`config.mk`:
```
export PLATFORM = sky130hd
export DESIGN_NAME = mag_minmax_calibrate_correct
export DESIGN_NICKNAME = d
export VERILOG_FILES = /design/src/rtl/core/mmcc_pkg.sv /design/src/rtl/core/mmcc_mul.sv /design/src/rtl/core/mmcc_div.sv /design/src/rtl/core/mag_minmax_calibrate_correct.sv
export SDC_FILE = /design/constraint.sdc
export NUM_CORES = 2
export LEC_CHECK = 0
export BUFFER_PORTS_ARGS = -buffer_cell sky130_fd_sc_hd__buf_2
export CAP_MARGIN = 0
export CORE_MARGIN = 2
export CORE_UTILIZATION = 50
export CTS_BUF_LIST = sky130_fd_sc_hd__clkbuf_8 sky130_fd_sc_hd__clkbuf_16
export CTS_CLUSTER_SIZE = 24
export DETAILED_ROUTE_END_ITERATION = 10
export PLACE_DENSITY_LB_ADDON = 0.05
export SYNTH_ARGS = -nofsm -noshare
export SYNTH_HDL_FRONTEND = slang
export SYNTH_SLANG_ARGS = --single-unit
```
`constraint.sdc`:
```
create_clock -name aclk -period 19.6 [get_ports aclk]
set_input_delay 3.92 -clock aclk [delete_from_list [all_inputs] [get_ports aclk]]
set_output_delay 3.92 -clock aclk [all_outputs]
set_load 0.01 [all_outputs]
```
`src/rtl/core/mmcc_pkg.sv`:
```
// package for the magnetometer min/max calibration and correction block
// holds widths, reset constants and register indexes; no dependencies
package mmcc_pkg;
    localparam int SampleBits = 16;
    localparam int GainBits   = 16;
    localparam int FracBits   = 12;
    localparam int CountBits  = 16;
    localparam int LimitBits  = 15;
    localparam int IdxBits    = 2;
    localparam int ProdBits   = SampleBits + 1 + GainBits;
    localparam int CycBits    = 5;

    localparam logic [IdxBits-1:0] RegApply = 2'd0;
    localparam logic [IdxBits-1:0] RegCount = 2'd1;
    localparam logic [IdxBits-1:0] RegLimit = 2'd2;

    localparam logic signed [SampleBits-1:0] MaxInit = -16'sd100;
    localparam logic signed [SampleBits-1:0] MinInit = 16'sd100;
    localparam logic signed [SampleBits-1:0] Off0 = 16'sd232;
    localparam logic signed [SampleBits-1:0] Off1 = -16'sd221;
    localparam logic signed [SampleBits-1:0] Off2 = -16'sd119;
    localparam logic [GainBits-1:0] Gain0 = 16'd4792;
    localparam logic [GainBits-1:0] Gain1 = 16'd5485;
    localparam logic [GainBits-1:0] Gain2 = 16'd4096;
    localparam logic [GainBits-1:0] GainSat = 16'hFFFF;

    typedef struct packed {
        logic                  start;
        logic [SampleBits:0]   top;
        logic [SampleBits:0]   span;
    } div_req_t;
endpackage

```
`src/rtl/core/mmcc_mul.sv`:
```
// bit-serial signed by unsigned multiplier, one gain bit per cycle
// depends on mmcc_pkg
module mmcc_mul
    import mmcc_pkg::*;
(
    input  logic                         aclk,
    input  logic                         aresetn,
    input  logic                         start,
    input  logic signed [SampleBits:0]   diff,
    input  logic [GainBits-1:0]          gain,
    output logic                         done,
    output logic signed [SampleBits-1:0] result
);
    logic signed [ProdBits-1:0] acc_reg, acc_next;
    logic [GainBits-1:0] g_reg, g_next;
    logic signed [ProdBits-1:0] d_reg, d_next;
    logic [CycBits-1:0] cnt_reg, cnt_next;
    logic busy_reg, busy_next;
    logic done_reg, done_next;
    logic signed [ProdBits-1:0] shf;
    logic signed [ProdBits-1:0] smax, smin;

    always_comb begin
        acc_next = acc_reg;
        g_next = g_reg;
        d_next = d_reg;
        cnt_next = cnt_reg;
        busy_next = busy_reg;
        done_next = busy_reg && !start && (cnt_reg == CycBits'(GainBits - 1));
        if (start) begin
            acc_next = '0;
            g_next = gain;
            d_next = ProdBits'(diff);
            cnt_next = '0;
            busy_next = 1'b1;
        end else if (busy_reg) begin
            if (g_reg[0]) acc_next = acc_reg + d_reg;
            g_next = g_reg >> 1;
            d_next = d_reg <<< 1;
            cnt_next = cnt_reg + 1'b1;
            if (cnt_reg == CycBits'(GainBits - 1)) busy_next = 1'b0;
        end
    end

    always_ff @(posedge aclk) begin
        if (!aresetn) begin
            busy_reg <= 1'b0;
            cnt_reg <= '0;
            done_reg <= 1'b0;
        end else begin
            busy_reg <= busy_next;
            cnt_reg <= cnt_next;
            done_reg <= done_next;
        end
        acc_reg <= acc_next;
        g_reg <= g_next;
        d_reg <= d_next;
    end

    // floor shift is arithmetic shift right
    assign shf = acc_reg >>> FracBits;
    assign smax = ProdBits'({1'b0, {(SampleBits-1){1'b1}}});
    assign smin = -smax - 1;
    assign done = done_reg;
    always_comb begin
        if (shf > smax) result = smax[SampleBits-1:0];
        else if (shf < smin) result = smin[SampleBits-1:0];
        else result = shf[SampleBits-1:0];
    end
endmodule

```
`src/rtl/core/mmcc_div.sv`:
```
// restoring divider, one quotient bit per cycle, for the axis gains
// depends on mmcc_pkg
module mmcc_div
    import mmcc_pkg::*;
(
    input  logic                 aclk,
    input  logic                 aresetn,
    input  div_req_t             req,
    output logic                 done,
    output logic [GainBits-1:0]  gain
);
    localparam int NumBits = SampleBits + 1 + FracBits;
    localparam int QBits = NumBits;
    logic [NumBits-1:0] num_reg, num_next;
    logic [SampleBits+1:0] rem_reg, rem_next;
    logic [SampleBits:0] den_reg, den_next;
    logic [QBits-1:0] q_reg, q_next;
    logic [CycBits:0] cnt_reg, cnt_next;
    logic busy_reg, busy_next;
    logic busy_prev_reg;
    logic [SampleBits+1:0] trial;

    always_comb begin
        num_next = num_reg;
        rem_next = rem_reg;
        den_next = den_reg;
        q_next = q_reg;
        cnt_next = cnt_reg;
        busy_next = busy_reg;
        trial = {rem_reg[SampleBits:0], num_reg[NumBits-1]};
        if (req.start) begin
            num_next = {req.top, {FracBits{1'b0}}};
            rem_next = '0;
            den_next = req.span;
            q_next = '0;
            cnt_next = '0;
            busy_next = 1'b1;
        end else if (busy_reg) begin
            num_next = num_reg << 1;
            if (trial >= {1'b0, den_reg}) begin
                rem_next = trial - {1'b0, den_reg};
                q_next = {q_reg[QBits-2:0], 1'b1};
            end else begin
                rem_next = trial;
                q_next = {q_reg[QBits-2:0], 1'b0};
            end
            cnt_next = cnt_reg + 1'b1;
            if (cnt_reg == (CycBits+1)'(NumBits - 1)) busy_next = 1'b0;
        end
    end

    always_ff @(posedge aclk) begin
        if (!aresetn) begin
            busy_reg <= 1'b0;
            cnt_reg <= '0;
        end else begin
            busy_reg <= busy_next;
            cnt_reg <= cnt_next;
        end
        num_reg <= num_next;
        rem_reg <= rem_next;
        den_reg <= den_next;
        q_reg <= q_next;
    end

    assign done = !busy_reg && busy_prev_reg;
    always_ff @(posedge aclk) begin
        if (!aresetn) busy_prev_reg <= 1'b0;
        else busy_prev_reg <= busy_reg;
    end
    always_comb begin
        if (den_reg == '0 || q_reg[QBits-1:GainBits] != '0) gain = GainSat;
        else gain = q_reg[GainBits-1:0];
    end
endmodule

```
`src/rtl/core/mag_minmax_calibrate_correct.sv`:
```
// magnetometer min/max calibration and hard/soft iron correction, top level
// uses mmcc_pkg, mmcc_mul and mmcc_div
// channels: s_axis beat carries one sample (x, y, z in tdata, start_cal in tuser),
// m_axis beat returns corrected x, y, z in tdata and calibrating, cal_done in tuser.
// cfg channel writes apply_correction (0), cal_sample_count (1), accept_limit (2);
// a write is taken only while idle, ahead of a sample offered in the same cycle.
// one sample is handled at a time: with correction on the three axes go through
// one bit-serial multiplier in turn before the result is offered; with correction
// off the multiplier is skipped. a sample that ends a run then runs the shared
// bit-serial divider three times, once per axis, before its result; new offsets
// and gains apply from the next sample.
// reset restores offsets 232/-221/-119, gains 4792/5485/4096 (q4.12),
// correction on, count 1000, limit 500 and no run active.
// the result waits in an output register while m_axis_tready is low; a new
// sample is taken only after the result has been delivered.
module mag_minmax_calibrate_correct
    import mmcc_pkg::*;
(
    input  logic        aclk,
    input  logic        aresetn,
    input  logic        s_axis_tvalid,
    output logic        s_axis_tready,
    input  logic [47:0] s_axis_tdata,   // mag_x, mag_y, mag_z
    input  logic        s_axis_tuser,   // start_cal
    output logic        m_axis_tvalid,
    input  logic        m_axis_tready,
    output logic [47:0] m_axis_tdata,   // corr_x, corr_y, corr_z
    output logic [1:0]  m_axis_tuser,   // calibrating, cal_done
    input  logic        cfg_valid,
    output logic        cfg_ready,
    input  logic [1:0]  cfg_index,
    input  logic [15:0] cfg_data
);
    typedef enum logic [4:0] {
        ST_IDLE = 5'b00001,
        ST_MUL  = 5'b00010,
        ST_DIV  = 5'b00100,
        ST_OUT  = 5'b01000,
        ST_WAIT = 5'b10000
    } state_t;

    state_t state_reg, state_next;
    logic apply_reg;
    logic [CountBits-1:0] count_cfg_reg;
    logic [LimitBits-1:0] limit_reg;
    logic signed [SampleBits-1:0] smp_reg [3];
    logic signed [SampleBits-1:0] res_reg [3];
    logic signed [SampleBits-1:0] max_reg [3];
    logic signed [SampleBits-1:0] min_reg [3];
    logic signed [SampleBits-1:0] off_reg [3];
    logic signed [SampleBits-1:0] mid_reg [3];
    logic [GainBits-1:0] gain_reg [3];
    logic [SampleBits:0] span_reg [3];
    logic [SampleBits:0] top_reg;
    logic [CountBits-1:0] acc_cnt_reg;
    logic active_reg, done_reg, fin_reg;
    logic [1:0] axis_reg;
    logic mul_busy_reg, div_busy_reg;
    logic mul_start, mul_done;
    logic signed [SampleBits-1:0] mul_res;
    logic signed [SampleBits:0] diff;
    div_req_t dreq;
    logic div_done;
    logic [GainBits-1:0] div_gain;
    logic s_acc, m_acc;
    logic signed [SampleBits-1:0] in_s [3];
    logic act_now, ok, finish;
    logic signed [SampleBits-1:0] nmax [3], nmin [3];
    logic [SampleBits:0] nspan [3];
    logic signed [SampleBits:0] sum [3];
    logic [SampleBits-1:0] absv [3];

    assign s_axis_tready = (state_reg == ST_IDLE) && !cfg_valid;
    assign cfg_ready = (state_reg == ST_IDLE);
    assign m_axis_tvalid = (state_reg == ST_OUT);
    assign s_acc = s_axis_tvalid && s_axis_tready;
    assign m_acc = m_axis_tvalid && m_axis_tready;
    assign m_axis_tdata = {res_reg[2], res_reg[1], res_reg[0]};
    assign m_axis_tuser = {done_reg, active_reg};

    always_comb begin
        for (int i = 0; i < 3; i++) begin
            in_s[i] = s_axis_tdata[i*SampleBits +: SampleBits];
            absv[i] = in_s[i][SampleBits-1] ? -in_s[i] : in_s[i];
        end
    end

    always_comb begin
        act_now = s_axis_tuser || active_reg;
        ok = 1'b1;
        for (int i = 0; i < 3; i++) begin
            if ({1'b0, absv[i]} >= {2'b0, limit_reg}) ok = 1'b0;
            if (in_s[i][SampleBits-1] && absv[i] == {1'b1, {(SampleBits-1){1'b0}}})
                ok = 1'b0;
        end
        for (int i = 0; i < 3; i++) begin
            nmax[i] = s_axis_tuser ? MaxInit : max_reg[i];
            nmin[i] = s_axis_tuser ? MinInit : min_reg[i];
            if (in_s[i] > nmax[i]) nmax[i] = in_s[i];
            if (in_s[i] < nmin[i]) nmin[i] = in_s[i];
            nspan[i] = (SampleBits+1)'({nmax[i][SampleBits-1], nmax[i]}
                       - {nmin[i][SampleBits-1], nmin[i]});
            sum[i] = {nmax[i][SampleBits-1], nmax[i]} + {nmin[i][SampleBits-1], nmin[i]};
        end
        finish = act_now && ok &&
                 ((s_axis_tuser ? '0 : acc_cnt_reg) >= count_cfg_reg);
    end

    assign diff = {smp_reg[axis_reg][SampleBits-1], smp_reg[axis_reg]}
                - {off_reg[axis_reg][SampleBits-1], off_reg[axis_reg]};
    assign mul_start = (state_reg == ST_MUL) && apply_reg && !mul_busy_reg;

    mmcc_mul u_mul (
        .aclk(aclk), .aresetn(aresetn), .start(mul_start), .diff(diff),
        .gain(gain_reg[axis_reg]), .done(mul_done), .result(mul_res)
    );

    assign dreq = {(state_reg == ST_DIV) && !div_busy_reg, top_reg, span_reg[axis_reg]};

    mmcc_div u_div (.aclk(aclk), .aresetn(aresetn), .req(dreq), .done(div_done),
                    .gain(div_gain));

    always_comb begin
        state_next = state_reg;
        unique case (state_reg)
            ST_IDLE: if (s_acc) state_next = ST_MUL;
            ST_MUL:  if (!apply_reg || (mul_done && axis_reg == 2'd2))
                         state_next = fin_reg ? ST_DIV : ST_OUT;
            ST_DIV:  if (div_done && axis_reg == 2'd2) state_next = ST_OUT;
            ST_OUT:  if (m_acc) state_next = ST_IDLE;
            ST_WAIT: state_next = ST_IDLE;
            default: state_next = ST_IDLE;
        endcase
    end

    always_ff @(posedge aclk) begin
        if (!aresetn) begin
            state_reg <= ST_IDLE;
            apply_reg <= 1'b1;
            count_cfg_reg <= 16'd1000;
            limit_reg <= 15'd500;
            active_reg <= 1'b0;
            done_reg <= 1'b0;
            fin_reg <= 1'b0;
            acc_cnt_reg <= '0;
            axis_reg <= '0;
            mul_busy_reg <= 1'b0;
            div_busy_reg <= 1'b0;
            for (int i = 0; i < 3; i++) begin
                max_reg[i] <= MaxInit;
                min_reg[i] <= MinInit;
            end
            off_reg[0] <= Off0; off_reg[1] <= Off1; off_reg[2] <= Off2;
            gain_reg[0] <= Gain0; gain_reg[1] <= Gain1; gain_reg[2] <= Gain2;
        end else begin
            state_reg <= state_next;
            if (cfg_valid && cfg_ready) begin
                unique case (cfg_index)
                    RegApply: apply_reg <= cfg_data[0];
                    RegCount: count_cfg_reg <= cfg_data;
                    RegLimit: limit_reg <= cfg_data[LimitBits-1:0];
                    default: ;
                endcase
            end
            if (s_acc) begin
                axis_reg <= '0;
                fin_reg <= finish;
                done_reg <= finish;
                active_reg <= act_now && !finish;
                if (act_now && ok) begin
                    acc_cnt_reg <= finish ? '0
                        : (s_axis_tuser ? CountBits'(1) : acc_cnt_reg + 1'b1);
                    for (int i = 0; i < 3; i++) begin
                        max_reg[i] <= nmax[i];
                        min_reg[i] <= nmin[i];
                    end
                end else if (s_axis_tuser) begin
                    acc_cnt_reg <= '0;
                    for (int i = 0; i < 3; i++) begin
                        max_reg[i] <= MaxInit;
                        min_reg[i] <= MinInit;
                    end
                end
                if (finish) begin
                    for (int i = 0; i < 3; i++) begin
                        span_reg[i] <= nspan[i];
                        // midpoint truncated toward zero
                        mid_reg[i] <= SampleBits'((sum[i] + (sum[i][SampleBits] ?
                                      (SampleBits+1)'(1) : '0)) >>> 1);
                    end
                    top_reg <= (nspan[0] >= nspan[1] && nspan[0] >= nspan[2]) ? nspan[0]
                             : (nspan[1] >= nspan[2]) ? nspan[1] : nspan[2];
                end
            end
            if (state_reg == ST_MUL) begin
                if (!apply_reg) begin
                    axis_reg <= '0;
                end else begin
                    mul_busy_reg <= mul_start ? 1'b1 : (mul_done ? 1'b0 : mul_busy_reg);
                    if (mul_done) axis_reg <= (axis_reg == 2'd2) ? 2'd0 : axis_reg + 1'b1;
                end
            end
            if (state_reg == ST_DIV) begin
                div_busy_reg <= dreq.start ? 1'b1 : (div_done ? 1'b0 : div_busy_reg);
                if (div_done) begin
                    gain_reg[axis_reg] <= div_gain;
                    off_reg[axis_reg] <= mid_reg[axis_reg];
                    axis_reg <= (axis_reg == 2'd2) ? 2'd0 : axis_reg + 1'b1;
                end
            end
        end
    end

    always_ff @(posedge aclk) begin
        if (s_acc) begin
            for (int i = 0; i < 3; i++) begin
                smp_reg[i] <= in_s[i];
                res_reg[i] <= in_s[i];
            end
        end else if (state_reg == ST_MUL && apply_reg && mul_done) begin
            res_reg[axis_reg] <= mul_res;
        end
    end

    a_done_not_active: assert property (@(posedge aclk) disable iff (!aresetn)
        m_axis_tvalid |-> !(m_axis_tuser[0] && m_axis_tuser[1]))
        else $error("cal_done with run still active");
    a_no_accept_busy: assert property (@(posedge aclk) disable iff (!aresetn)
        m_axis_tvalid |-> !s_axis_tready)
        else $error("input ready while result pending");
    a_cnt_reset: assert property (@(posedge aclk) disable iff (!aresetn)
        (s_acc && finish) |=> acc_cnt_reg == '0)
        else $error("count not cleared at end of run");
endmodule
```
* Word level (Yosys, flattened, before mapping)
Memories as Yosys holds them, arrays and structs flattened. A register that Yosys moved wholly into a read port is not among the register bits.
Cells that the tools add are included.
** Storage, ports and cells
- Flip-flop bits (word level) :: 236
- RAM bits :: 387
- Bits of input ports :: 72
- Output and inout port bits :: 53
- Logic and storage cells :: 257
- Memories :: 8
** Cells by class
- Add/sub/neg operators :: 19
- Magnitude comparators :: 16
- Equality and inequality tests :: 16
- Mux-type cells :: 112
- Bitwise logic cells :: 13
- Reductions and logical operators :: 50
** Memory list
- span_reg :: depth 3, width 17, read ports 1, clocked after memory_dff 1, write ports 3, line mag_minmax_calibrate_correct.sv:53 : logic [SampleBits:0] span_reg [3];
- gain_reg :: depth 3, width 16, read ports 1, clocked after memory_dff 1, write ports 3, line mag_minmax_calibrate_correct.sv:52 : logic [GainBits-1:0] gain_reg [3];
- max_reg :: depth 3, width 16, read ports 3, clocked after memory_dff 0, write ports 3, line mag_minmax_calibrate_correct.sv:48 : logic signed [SampleBits-1:0] max_reg [3];
- mid_reg :: depth 3, width 16, read ports 1, clocked after memory_dff 1, write ports 3, line mag_minmax_calibrate_correct.sv:51 : logic signed [SampleBits-1:0] mid_reg [3];
- min_reg :: depth 3, width 16, read ports 3, clocked after memory_dff 0, write ports 3, line mag_minmax_calibrate_correct.sv:49 : logic signed [SampleBits-1:0] min_reg [3];
- off_reg :: depth 3, width 16, read ports 1, clocked after memory_dff 1, write ports 3, line mag_minmax_calibrate_correct.sv:50 : logic signed [SampleBits-1:0] off_reg [3];
- 2 more memories
** Operators by type and width (count)
- $mux W16 :: 39
- $sub A16 B16 Y17 :: 4
- $mux W33 :: 2
- $mux W29 :: 2
- $add A16 B16 Y17 :: 3
- $add A17 B1 Y17 :: 3
- $ge A17 B17 Y1 :: 3
- $mux W17 :: 3
- $eq A16 B16 Y1 const B :: 3
- $ge A16 B15 Y1 :: 3
- $gt A16 B16 Y1 :: 3
- $lt A16 B16 Y1 :: 3
- $neg A16 Y16 :: 3
- $reduce_or A16 Y1 :: 3
- $mux W1 :: 46
- $add A33 B33 Y33 :: 1
- $mux W2 :: 14
- $gt A21 B16 Y1 const B :: 1
- $lt A21 B16 Y1 const B :: 1
- $logic_and A1 B1 Y1 :: 20
- $mux W5 :: 4
- $pmux W5 S4 :: 1
- $ge A18 B17 Y1 :: 1
- $logic_not A17 Y1 :: 1
- other kinds (27) :: 59

* Longest topological paths before layout
- Depth in word-level cells :: 16
- Gate-level depth with buffers :: 43

* Modules after synthesis
From an unflattened synthesis, not the netlist that was laid out.
** Second synthesis, totals
- Cells, all modules :: 4160
- Area total of the unflattened synthesis :: 42568.3 µm²
** By module, submodules not included
- mag_minmax_calibrate_correct :: instances 1, cells an instance 3134, area an instance 32736.4 µm², seq. area each 14253.7 µm²
- mmcc_mul :: instances 1, cells an instance 589, area an instance 5408.9 µm², seq. area each 2272.2 µm²
- mmcc_div :: instances 1, cells an instance 437, area an instance 4423.0 µm², seq. area each 2102.0 µm²

* Least setup slack after synthesis
Ideal clock, no wire load.
- Kind :: input -> register
- From :: input port s_axis_tuser
- To :: memory mid_reg[0][0], enable pin
- Library setup time :: 0.568 ns
- Arrival time :: 11.261 ns
- Required time :: 19.032 ns
- Setup slack :: 7.771 ns
- Stages :: 16
- Path buffers :: 6
- Cells stage by stage :: clkbuf_1 -> clkbuf_1 -> buf_1 -> clkbuf_1 -> nor2_1 -> ha_1 -> a21o_1 -> a21o_1 -> a21o_1 -> a21o_1 -> a21o_1 -> a211oi_1 -> o21bai_1 -> clkbuf_1 -> clkbuf_1 -> nor2b_1
** RTL lines
- from (decl) :: line mag_minmax_calibrate_correct.sv:24 : input logic s_axis_tuser,
- to (decl) :: line mag_minmax_calibrate_correct.sv:51

==> impl_metrics.yaml <==
clocking:
  cts_buffers: 79
  cts_tree: "yes"
  cts_hold_buf: 0
  cts_sinks: 671
  cts_max_level: 3
  clkTransAtPathRegs_ns: 0.05
  cts-root-buf: "clkbuf_16"
  post-cts-setup-buffers: 0
  cts_resized: 0
  clockBufferDepth: 3
  clk_latency_ns: 0.64
floorplanning:
  core-area_mm2: 0.08329
  start_util: 0.5021
  die_area_mm2: 0.08597
  chipHeight_um: 293.2
  die_x_um: 293.2
  io_pins: 125
  fp-row-count: 106
global_routing:
  grt_max_degree: 85
  grt_util_all_layers: 0.2776
  globalRouteOverflowTotal: 0
  grt_pass1_vias: 29820
  grt_antenna_before_repair: 2
  grt_pass1_wl_um: 180800
sta:
  finalSetupViolations: 0
  rsz0062_at_grt: "false"
  tns_ns: 0
  fin_crit_ns: 12.82
  tightest_slew_ns: 1.103
  period_share: 0.6540
  hold_viol: 0
  max_freq_mhz: 78.01
  skew_ns: 0.02749
  slew_violations: 0
  slew_headroom: 0.2459
yosys:
  yosysSeqAreaShare: 0.4454
  yosysMostFrequentCell: "nand2_1"
  synthDominantCellAreaShare: 0.3727
  synth_area_mm2: 0.04182
  synth.distinct_cells: 94
  avgSynthCellArea_um2: 9.865
  synth_ff_type: "edfxtp_1"
  ys_top_cells_by_count: "535 x nand2_1, 519 x edfxtp_1, 437 x nor2_1, 371 x ha_1, 306 x inv_1"
  syn-num-nets: 4691
  syn_inst: 4239
  yosysTopAreaCell: "edfxtp_1"
  synth_edf_count: 519
  synthTopCellsByArea: "edfxtp_1 37%, ha_1 11%, dfxtp_1 7.3%"
  ys.warnings.count: 0
  ys_ff_latch: 671
  async_flop_share: 0
flow_run:
  maxCapViolCount: 0
worst_hold_path:
  hold_depth: 2
  min_path_type: "reg -> reg"
  holdCritStartpoint: "div_busy_reg"
setup_path:
  worstPathBufferInverterCount: 5
  cp_num_cells: 39
  start_kind: "primary input"
  critPathMaxStageDelay_ns: 0.77
  worstSetupPathType: "in -> reg"
  cp-startpoint: "s_axis_tuser"
  critPathRequiredTime_ns: 19.98
  critPathMaxFanout: 43
  r2r_cells: 35
  critPathTopFamily: "compound AO/OA/AOI/OAI gates"
  cp_slowest_cell: "a41o_1"
  cp.arrival_ns: 13.20
  crit_path_end_kind: "flop"
  reg2reg_from: "max_reg[0][1]"
place:
  gp_congestion: 0.8971
  placed_area_mm2: 0.04349
  port_buffers: 124
  dp_hpwl_um: 88030
power:
  power_density_mw_per_mm2: 98.44
  p_sw_mw: 1.513
  swShare: 0.3337
  intPower_mw: 3.022
  vdd_drop_max_mv: 0.07493
  power.leakage_nw: 18.57
  power.share.sequential: 0.377
  pwr-share-comb: 0.300
  p_clk_frac: 0.323
route:
  drt_iter0_drc: 2395
  wl_per_cell_um: 22.05
  drt.antenna.violating_nets: 0
  vias_per_cell: 5.704
  vias: 31110
  wl_um: 120300
  drcViolationCount: 0
  detail_route.first_pass.iterations: 6
run_status:
  status: "finished, final reports clean"
layout:
  nFillCells: 7603
  nets: 4763
  fin_area_mm2: 0.04608
  area_growth_pct: 10.18
  drive_gt1_frac: 0.09764
[cells by family (layout without fill, tap and decap cells)]
logic type,after synthesis,in the layout,synth area share
buffers and inverters,486,620,0.04461
and+or+nand+nor,1418,1418,0.1544
AOI/OAI and AO/OA,816,816,0.1225
DFF,671,671,0.4454
xor gates and xnor gates,202,202,0.04231
adders and majority gates,382,382,0.1158
muxes,264,264,0.07492
other,0,1,0
[layout by cell type, fill, tap and decap left out, types with 11 or more instances in the layout]
| master | count |
|---|---|
| a211oi_1 | 37 |
| o21ai_0 | 200 |
| o31ai_1 | 31 |
| and2_1 | 30 |
| clkbuf_16 | 83 |
| dfxtp_1 | 149 |
| xor2_1 | 51 |
| and3_1 | 33 |
| edfxtp_1 | 519 |
| or3_1 | 25 |
| o211ai_1 | 36 |
| a31oi_1 | 21 |
| nand4_1 | 50 |
| ha_1 | 371 |
| nor3_1 | 50 |
| o41ai_1 | 13 |
| xnor2_1 | 151 |
| nand3_1 | 44 |
| nand2b_1 | 64 |
| nand2_1 | 535 |
| mux4_2 | 32 |
| nor2b_1 | 66 |
| buf_4 | 43 |
| a21oi_1 | 249 |
| mux2_2 | 68 |
| a21boi_0 | 11 |
| clkinv_2 | 14 |
| o21a_1 | 35 |
| inv_1 | 326 |
| o21bai_1 | 16 |
| mux2i_1 | 160 |
| nor2_1 | 435 |
| a21o_1 | 83 |
| buf_2 | 124 |
[final cells by class]
type	instances	area, um2	area share
clock inverters	58	481.7	0.01045
multi-input cells	3082	21390	0.4642
repair buffers	167	943.4	0.02048
well taps	1080	1351	0.02933
diodes	1	2.502	0.00005431
inverters	310	1164	0.02525
clock buffers	85	2105	0.04568
flip-flops and latches	671	18640	0.4045
[layer usage]
metal | share of wire | global-route usage
met5 | 0 | 0
met2 | 0.47 | 0.4547
met4 | 0.041 | 0.1132
met3 | 0.060 | 0.04924
met1 | 0.43 | 0.3648
[worst paths after layout]
kind	to	slack [ns]
setup / recovery	top_reg[2]	6.78
hold / removal	div_busy_reg	0.45
setup reg to reg	top_reg[2]	11.03
hold reg to reg	div_busy_reg	0.45
[power groups by stage]
stage                     combinational, mW  sequential (mW)  clock, mW
final                                  1.36             1.71       1.47
after global routing                   1.50             1.72       1.55
after CTS                              1.35             1.71       1.49
after detailed placement               1.34             1.74          0
after global placement                 1.33             1.74          0
after floorplan                       0.955             1.72          0
[worst reg2reg max path, delay by kind of cell (launching register included)]
family / cells / cell delay [ns]
AOI/OAI and AO/OA: 17 / 4.24
adders and majority gates: 4 / 1.22
and+or+nand+nor: 9 / 1.04
buffers and inverters: 1 / 0.14
DFF: 1 / 0.33
muxes: 4 / 1.36
[per-stage QoR]
step | utilization | hold WS (ns) | power (mW) | std cells | setup slack [ns]
2_1_floorplan | - | 0.4312 | 2.679 | 4239 | 7.771
3_3_place_gp | 0.5221 | 0.4380 | 3.068 | 5310 | 6.297
3_5_place_dp | 0.5221 | 0.4505 | 3.079 | 5310 | 6.192
4_1_cts | 0.5532 | 0.4583 | 4.553 | 5453 | 6.878
5_1_grt | 0.5532 | 0.4766 | 4.765 | 5453 | 6.185
6_report | 0.5532 | 0.4548 | 4.536 | 5454 | 6.782
Note: power is estimated with default switching activity, not from simulation.
